--- src/rtl/core/lsdm_pkg.sv ---
// ----------------------------------------------------------------------------
// LRU stack distance miss counter package
// Shared types and constants of the front end and the execution back end.
// ----------------------------------------------------------------------------
package lsdm_pkg;

  localparam int ADDR_MAX_W = 32;
  localparam int COUNT_W    = 24;
  localparam int CNT_W      = 32;
  localparam int SIZE_W     = 9;
  localparam int LANE_W     = 2;
  localparam int MAX_LANES  = 4;
  localparam int ACT_W      = 3;
  localparam int CFG_IDX_W  = 3;

  localparam logic [CFG_IDX_W-1:0] REG_ACTIVE = 3'd0;
  localparam logic [CFG_IDX_W-1:0] REG_SIZE_A = 3'd1;
  localparam logic [CFG_IDX_W-1:0] REG_SIZE_B = 3'd2;
  localparam logic [CFG_IDX_W-1:0] REG_SIZE_C = 3'd3;
  localparam logic [CFG_IDX_W-1:0] REG_SIZE_D = 3'd4;

  typedef enum logic [1:0] {
    OP_ACCESS = 2'd0,
    OP_RANGE  = 2'd1,
    OP_REPORT = 2'd2
  } op_t;

  typedef struct packed {
    op_t                   op;
    logic [ADDR_MAX_W-1:0] addr;
    logic [ADDR_MAX_W-1:0] stride;
    logic [COUNT_W-1:0]    count;
  } cmd_t;

  typedef enum logic [2:0] {
    ST_IDLE,
    ST_WALK,
    ST_RNG_NEXT,
    ST_RNG_TAIL,
    ST_FILL,
    ST_REPORT
  } state_t;

  function automatic logic [CNT_W-1:0] sat_add(input logic [CNT_W-1:0] a,
                                               input logic [CNT_W-1:0] b);
    logic [CNT_W:0] s;
    s = {1'b0, a} + {1'b0, b};
    return s[CNT_W] ? {CNT_W{1'b1}} : s[CNT_W-1:0];
  endfunction

endpackage

--- src/rtl/core/lsdm_front.sv ---
// ----------------------------------------------------------------------------
// LRU stack distance front end
// Accepts items, drops those with no effect and queues the rest.
// ----------------------------------------------------------------------------
module lsdm_front #(
  parameter int ADDR_BITS = 24
) (
  input  logic                        clk,
  input  logic                        rst_n,
  input  logic                        in_valid,
  output logic                        in_stall,
  input  logic [1:0]                  in_operation,
  input  logic [ADDR_BITS-1:0]        in_address,
  input  logic [ADDR_BITS-1:0]        in_stride,
  input  logic [lsdm_pkg::COUNT_W-1:0] in_count,
  output logic                        cmd_valid,
  output lsdm_pkg::cmd_t              cmd,
  input  logic                        cmd_pop
);
  import lsdm_pkg::*;

  cmd_t       q_r [2];
  logic       wr_ptr_r, wr_ptr_nxt;
  logic       rd_ptr_r, rd_ptr_nxt;
  logic [1:0] fill_r, fill_nxt;
  logic       keep;
  logic       push;
  cmd_t       new_cmd;

  always_comb begin
    case (in_operation) inside
      OP_ACCESS, OP_REPORT: keep = 1'b1;
      OP_RANGE:             keep = (in_count != '0);
      default:              keep = 1'b0;
    endcase
  end

  always_comb begin
    new_cmd.op     = op_t'(in_operation);
    new_cmd.addr   = ADDR_MAX_W'(in_address);
    new_cmd.stride = ADDR_MAX_W'(in_stride);
    new_cmd.count  = in_count;
  end

  assign in_stall  = (fill_r == 2'd2);
  assign push      = in_valid && !in_stall && keep;
  assign cmd_valid = (fill_r != 2'd0);
  assign cmd       = q_r[rd_ptr_r];

  always_comb begin
    wr_ptr_nxt = push ? ~wr_ptr_r : wr_ptr_r;
    rd_ptr_nxt = cmd_pop ? ~rd_ptr_r : rd_ptr_r;
    fill_nxt   = fill_r + 2'(push) - 2'(cmd_pop);
  end

  always_ff @(posedge clk) begin
    if (!rst_n) begin
      wr_ptr_r <= 1'b0;
      rd_ptr_r <= 1'b0;
      fill_r   <= 2'd0;
    end else begin
      wr_ptr_r <= wr_ptr_nxt;
      rd_ptr_r <= rd_ptr_nxt;
      fill_r   <= fill_nxt;
    end
  end

  always_ff @(posedge clk) begin
    if (push) begin
      q_r[wr_ptr_r] <= new_cmd;
    end
  end

endmodule

--- config.mk ---
export PLATFORM = sky130hd
export DESIGN_NAME = lsdm_front
export DESIGN_NICKNAME = d
export VERILOG_FILES = /design/src/rtl/core/lsdm_pkg.sv /design/src/rtl/core/lsdm_front.sv
export SDC_FILE = /design/constraint.sdc
export NUM_CORES = 1
export LEC_CHECK = 0
export ABC_AREA = 1
export ABC_CLOCK_PERIOD_IN_PS = 5070
export BUFFER_PORTS_ARGS = -buffer_cell sky130_fd_sc_hd__buf_2
export CORE_UTILIZATION = 52
export CTS_CLUSTER_DIAMETER = 60
export DETAILED_ROUTE_END_ITERATION = 7
export PLACE_DENSITY = 0.83
export RECOVER_POWER = 25
export SLEW_MARGIN = 20
export SYNTH_ARGS = -nofsm -noshare
export SYNTH_HDL_FRONTEND = slang
export SYNTH_SLANG_ARGS = --single-unit
--- constraint.sdc ---
create_clock -name clk -period 5.07 [get_ports clk]
set_input_delay 0 -clock clk [delete_from_list [all_inputs] [get_ports clk]]
set_output_delay 0 -clock clk [all_outputs]
set_load 0.01 [all_outputs]
* After elaboration in Yosys (flattened, before gate mapping)
Memory sizes are Yosys's and may differ from the RTL's. A register that Yosys moved wholly into a read port is not among the register bits. Cells that the tools add are included.
Cells by class: $add $sub $neg 2, mux-type cells 6, reductions and logical operators 7, bitwise operators 2, equal/unequal tests 3
Operators by type and width (number):
- $reduce_bool 24->1 | 1
- $mux 1 | 6
- $eq 2x2->1 const B | 2
- $add 2x1->2 | 1
- $eq 2x1->1 const B | 1
- $logic_and 1x1->1 | 2
- $logic_not 2->1 | 1
- $not 1->1 | 2
- $reduce_bool 2->1 | 1
- $reduce_or 2->1 | 1
- $sub 2x1->2 | 1
- $logic_not 1->1 | 1
Storage, ports and cells: output and inout port bits 92, register bits after elaboration 4, input port bits 78, memories kept 1, word-level logic and storage cells 24, RAM bits 148
Memories:
- q_r | depth 2, width 74, read ports 1, clocked after memory_dff 1, write ports 1, RTL line lsdm_front.sv:22 | cmd_t q_r [2];

* Longest topological paths before layout
Gate-level depths: netlist of the first run.
depth after elaboration 6, gate-level depth with buffers 13, gate-level depth less buffers 13

* Worst setup path after synthesis of the first run
No wires, ideal clock.
path type reg-to-reg, start reg fill_r[1], end mem q_r[0][0] (netlist bit) (enable), arrival time 3.787 ns, stages on the path, launching flop included 6, path buffers 0, period minus slack after synthesis 4.294 ns, path slack 0.776 ns, data required time 4.564 ns, setup time 0.506 ns, path through dfxtp_1 inv_1 nor2_1 nor2_1 nand2_1 nor2_1
On the way: cells in the longest elaborated chain, start to end 6
RTL lines:
- start: declaration | RTL line lsdm_front.sv:25 | logic [1:0] fill_r, fill_nxt;
- start signal: assignment | RTL line lsdm_front.sv:64 | fill_r <= fill_nxt;
- $eq 2x2->1 | RTL line lsdm_front.sv:45 | assign in_stall = (fill_r == 2'd2);
- named net in_stall | RTL line lsdm_front.sv:11 | output logic in_stall,
- $logic_not 1->1 | RTL line lsdm_front.sv:46 | assign push = in_valid && !in_stall && keep;
- $logic_and 1x1->1 (2 in a row) | RTL line lsdm_front.sv:46
- $mux 1 | RTL line lsdm_front.sv:69 | if (push) begin
- $mux 1 (implied by the code) | RTL line lsdm_front.sv:70 | q_r[wr_ptr_r] <= new_cmd;
- end: declaration | RTL line lsdm_front.sv:22
The timed path passes the listed nets, and every way through them passes these cells.

==> out/metrics.yaml, run 1 <==
sta:
  grt_setup_unrepaired: "false"
  fmax_mhz: 414
  fin_tns_setup_ns: 0
  report.final.slew_viol_count: 0
  fin_crit_ns: 2.42
  worst_slew_pin_slew_ns: 0.881
  finalClockSkew_ns: 0.00740
  hold_viol: 0
  setup_viol: 0
  slew_headroom_pct: 41.3
  layout_setup_ws_ns: 2.65
  fin_crit_sh_pct: 47.7
global_routing:
  grt_max_degree: 52
  grt_usage_pct: 19.5
  grt_pass1_wl_mm: 16.9
  grt_pass1_vias: 3536
  antenna_found_initial: 0
  overflow: 0
clocking:
  cts_root_buffer: "clkbuf_16"
  clk_pin_slew_ns: 0.06
  clk_path_buf_depth: 2
  cts_resized: 0
  numCtsBuffers: 17
  cts_setup_buffers: 0
  cts_sinks: 153
  tritoncts: "built"
  hold_buffers: 76
  htree_levels: 4
  clock_latency_ns: 0.41
route:
  firstDrtPassIters: 4
  num_vias: 3423
  drc: 0
  avgViaCountPerCell: 4.90
  routed_wl_mm: 11.5
  ant_nets: 0
  drt-initial-drc-count: 128
  wl_per_cell_um: 16.5
hold_path:
  hold_start: "in_valid"
  hp-class: "in2reg"
die:
  die_y_um: 110
  fp-row-count: 38
  die_area_um2: 12000
  die_x_um: 110
  design.core.area_um2: 11100
  io_pins: 170
  start_util_pct: 54.5
power:
  ir_worst_vdd_mv: 0.196
  power_leakage_nw: 3.19
  fin_total_pwr_mw: 3.07
  power.density_nw_per_um2: 377
flow_run:
  cap_violations: 0
synth:
  synth_cells: 302
  syn_area_um2: 6040
  yosysTopAreaCellShare_pct: 73.6
  ys_seq_elements: 153
  synth.avg_cell_area_um2: 20.0
  synth_area_leader_cell: "edfxtp_1"
  yosys_warnings: 0
  synth.distinct_cells: 20
  netlist_top_cells_area: "edfxtp_1 74%, mux2_4 15%, mux2_2 2.6%, buf_4 2.0%, dfxtp_1 1.7%"
  ys_seq_area_share_pct: 75.2
layout:
  antennaDiodeCount: 0
  drive_above_1_share_pct: 40.9
  fillCellCount: 703
  finalNetCount: 625
  area_growth_pct: 34.9
worst_setup_path:
  cp.required_ns: 5.07
  crit_path_max_fanout: 47
  arrival_ns: 2.42
  path_cells: "buf_4 -> mux2_2 -> buf_2"
  endpoint_kind: "output pin"
  start_kind: "flip-flop"
  rr_startpoint: "fill_r[0]"
  crit_type: "reg2out"
  cp_slowest_stage_delay_ns: 0.89
  cpMaxStageDelayCell: "dfxtp_4"
placed_design:
  dp_hpwl_mm: 6.79
  portBuffers: 153
  gp_congestion: 0.736
  place_ws_ns: 2.37
run_status:
  status: "finished, final reports clean"
[routing by layer]
layer	global-route usage [%]	share of wire [%]
met3	4.68	5.3
met1	22.0	40
met4	8.57	2.0
met5	0	0
met2	35.3	53
[cells in the mapped netlist]
master,n
a21oi_1,2
buf_2,1
buf_4,16
buf_6,7
conb_1,1
dfxtp_1,5
edfxtp_1,148
ha_1,2
inv_1,6
mux2_2,14
mux2_4,60
nand2_1,12
nand2_2,1
nand3_1,1
nand3_2,1
nor2_1,21
nor2_2,1
o21ai_0,1
or2_2,1
xor2_1,1
[path summary, 6_finish.rpt]
check,to,slack (ns),cells after the start
setup reg to reg,q_r[0][24],2.88,5
hold reg to reg,flip-flop,0.50,2
setup / recovery,cmd[7],2.65,3
hold / removal,wr_ptr_r,0.05,5
[flip-flops by register name, summed over array words and instances, names as in the netlist, named ones only]
| name | count |
|---|---|
| wr_ptr_r | 1 |
| q_r | 148 |
| fill_r | 2 |
| rd_ptr_r | 1 |
[critical path, delay by kind of cell (launching register included)]
kind                   cells  cell delay [ns]
flip-flops                 1             0.89
buffers and inverters      2             0.70
multiplexers               1             0.40
[per-stage QoR]
step                      area [um^2]  util [%]  hold slack, ns  cells
after detailed placement         6870      62.0           0.192    589
final                            8150      73.5          0.0522    698
after global routing             8150      73.5          0.0714    698
after global placement           6870      62.0           0.189    589
after CTS                        8170      73.7          0.0205    697
after floorplan                  6100         -          0.0935    317
[cells by family after synthesis]
kind of cell | Yosys count | share of synthesized area [%]
AOI/OAI and AO/OA | 3 | 0.249
DFF | 153 | 75.2
muxes | 74 | 17.5
other | 1 | 0.0621
xor gates and xnor gates | 1 | 0.145
and+or+nand+nor | 38 | 2.61
buffers and inverters | 30 | 3.75
adders and majority gates | 2 | 0.414
[cell type report]
type | instances | area, um^2 | area share [%]
clock inverters | 13 | 105 | 1.29
multi-input cells | 134 | 1330 | 16.4
flip-flops and latches | 153 | 4550 | 55.8
inverters | 6 | 23.8 | 0.292
clock buffers | 19 | 433 | 5.31
repair buffers | 233 | 1530 | 18.8
well taps | 140 | 175 | 2.15
[where the power goes]
group,internal (mW),switching (mW),leakage (nW)
logic,0.211,0.189,1.53
clock network,0.669,0.468,0.252
registers,1.49,0.0393,1.41
[cells in the final DEF (no fill, tap or decap), drive strengths merged]
cell	instances
edfxtp	148
buf	117
dlygate4sd3	76
mux2	74
clkbuf	59
nor2	22
conb	16
nand2	13
clkinv	7
inv	6
clkinvlp	5
dfxtp	5
a21oi	2
ha	2
nand3	2
or2	1
xor2	1
o21ai	1
bufinv	1
No activity file was read; power rests on OpenSTA's default activity.
==> run 2: changes to the inputs <==
--- a/config.mk
+++ b/config.mk
@@ -6,12 +6,12 @@
 export NUM_CORES = 1
 export LEC_CHECK = 0
 export ABC_AREA = 1
-export ABC_CLOCK_PERIOD_IN_PS = 5070
+export ABC_CLOCK_PERIOD_IN_PS = 2190
 export BUFFER_PORTS_ARGS = -buffer_cell sky130_fd_sc_hd__buf_2
-export CORE_UTILIZATION = 52
+export CORE_UTILIZATION = 47
 export CTS_CLUSTER_DIAMETER = 60
 export DETAILED_ROUTE_END_ITERATION = 7
-export PLACE_DENSITY = 0.83
+export PLACE_DENSITY = 0.79
 export RECOVER_POWER = 25
 export SLEW_MARGIN = 20
 export SYNTH_ARGS = -nofsm -noshare
==> constraint.sdc (replaced) <==
create_clock -name clk -period 2.19 [get_ports clk]
set_input_delay 0 -clock clk [delete_from_list [all_inputs] [get_ports clk]]
set_output_delay 0 -clock clk [all_outputs]
set_load 0.01 [all_outputs]
==> run 2 against run 1 <==
Compared with the run above: non-clock buffer count grew 3; routed wire length shrank 1.1%; critical path depth grew 12; critical endpoint is now fill_r[1]; clock-buffer cell count grew 4; core utilization shrank 6.9 points.
==> out/metrics.yaml, run 2 (synthesis results as in run 1) <==
worst_setup_path:
  crit_path_max_fanout: 3
  crit_type: "in2reg"
  cp.required_ns: 2.54
  path_cells: "dlygate4sd3_1 -> clkbuf_1 -> nor2_1 -> nand2_1 -> nor2_1 -> nand3_1 -> nand2_1 -> nand2_2 -> nand2_2 -> ha_1 -> inv_1 -> ha_1 -> xor2_1 -> o21ai_0 -> a21oi_1"
  arrival_ns: 2.21
  cp_slowest_stage_delay_ns: 0.54
  endpoint_kind: "flip-flop"
  start_kind: "input port"
  path_buf_inv: 3
  path_delay_family: "buffers and inverters"
  cpMaxStageDelayCell: "dlygate4sd3_1"
layout:
  largest-register: "q_r"
  reg.largest.list: "q_r (148), fill_r (2)"
  finalNetCount: 628
  final_common_cell: "edfxtp_1"
  fin_area_um2: 8370
  drive_above_1_share_pct: 42.8
  antennaDiodeCount: 0
  largest_register_ff_count: 148
  area_growth_pct: 38.6
  final_cell_mix: "148 x edfxtp_1, 120 x buf_2, 76 x dlygate4sd3_1"
clocking:
  tritoncts: "built"
  cts_setup_buffers: 0
  clk_pin_slew_ns: 0.06
  numCtsBuffers: 17
  cts_root_buffer: "clkbuf_16"
  htree_levels: 4
  clk_path_buf_depth: 2
  clock_latency_ns: 0.42
  cts_sinks: 153
placed_design:
  portBuffers: 153
  gp_congestion: 0.718
  dp_hpwl_mm: 6.94
  post_dp_cell_area_um2: 7010
  place_ws_ns: 0.462
sta:
  fmax_mhz: 537
  fin_tns_setup_ns: 0
  layout_setup_ws_ns: 0.329
  whs_ns: 0.0713
  finalClockSkew_ns: 0.00794
  setup_viol: 0
  fin_crit_ns: 1.86
  grt_setup_unrepaired: "false"
  hold_viol: 0
  report.final.slew_viol_count: 0
  fin_crit_sh_pct: 85.0
power:
  power.density_nw_per_um2: 911
  ir_worst_vdd_mv: 0.594
  power_leakage_nw: 3.29
route:
  ant_nets: 0
  avgViaCountPerCell: 4.60
  firstDrtPassIters: 4
  num_vias: 3373
  drt-initial-drc-count: 165
  routed_wl_mm: 11.4
  wl_per_cell_um: 15.6
  drc: 0
global_routing:
  grt_max_degree: 45
  grt_usage_pct: 17.6
  overflow: 0
  grt_pass1_vias: 3521
  antenna_found_initial: 0
  grt_pass1_wl_mm: 17.1
die:
  io_pins: 170
  die_area_um2: 13300
  start_util_pct: 48.1
  die_y_um: 115
  design.core.area_um2: 12600
  fp-row-count: 41
  die_x_um: 115
run_status:
  status: "finished, final reports clean"
flow_run:
  cap_violations: 0
hold_path:
  hp-class: "in2reg"
## run 2: cell count changes in the layout (fill, tap and decap cells not counted), sizes merged
cell | before | now
inv | 6 | 5
clkbuf | 59 | 56
bufinv | 1 | 5
clkinvlp | 5 | 2
clkinv | 7 | 3
buf | 117 | 127
## run 2: final cells by class
cell class                      instances  area [um^2]
Clock inverter                          9          173
Tap cell                              172          215
Inverter                                6         26.3
Sequential cell                       153         4550
Timing Repair Buffer                  236         1590
Multi-Input combinational cell        134         1350
Clock buffer                           23          468
Fill cell                             865         4200
## run 2: stage by stage
stage	util, %	total power [mW]	instances
2_1_floorplan	-	4.13	317
3_3_place_gp	55.8	4.42	625
3_5_place_dp	55.8	4.46	625
4_1_cts	66.9	7.70	733
5_1_grt	66.6	7.89	733
6_report	66.6	7.63	733
## run 2: routing by layer
| metal | wire length, um | track usage [%] | vias up |
|---|---|---|---|
| met2 | 6050 | 31.6 | 125 |
| met5 | 0 | 0 | - |
| met3 | 587 | 4.74 | 21 |
| met4 | 215 | 8.40 | 0 |
| met1 | 4540 | 19.3 | 1622 |
| li1 | - | - | 1605 |
## run 2: path summary, 6_finish.rpt
kind	startpoint	endpoint	slack, ns	depth (start not counted)
worst max register to register	fill_r[1]	fill_r[1]	0.47	10
worst max-delay path	in_count[15]	fill_r[1]	0.33	15
worst min-delay path	in_valid	wr_ptr_r	0.07	5
worst min register to register	rd_ptr_r	flip-flop	0.51	2
## run 2: report_power, final
part / leakage (nW) / total (mW) / internal, mW / switching [mW]
Clock: 0.311 / 3.13 / 2.08 / 1.06
Combinational: 1.57 / 0.962 / 0.502 / 0.460
Sequential: 1.41 / 3.53 / 3.46 / 0.0743
## run 2: worst register-to-register path, cell delays in order, from the launching register on
cell and delay, ns:
dfxtp_1 0.33, inv_1 0.10, nor2_4 0.05, nor2_4 0.16
nand2_2 0.10, ha_1 0.28, inv_1 0.04, ha_1 0.18
xor2_1 0.16, o21ai_0 0.17, a21oi_1 0.05
## run 2: timing repair
action / 4_1_cts / 5_1_grt
hold endpoints to repair: 153 / 0
hold buffers: 76 / 0
gates resized for setup: 0 / 0
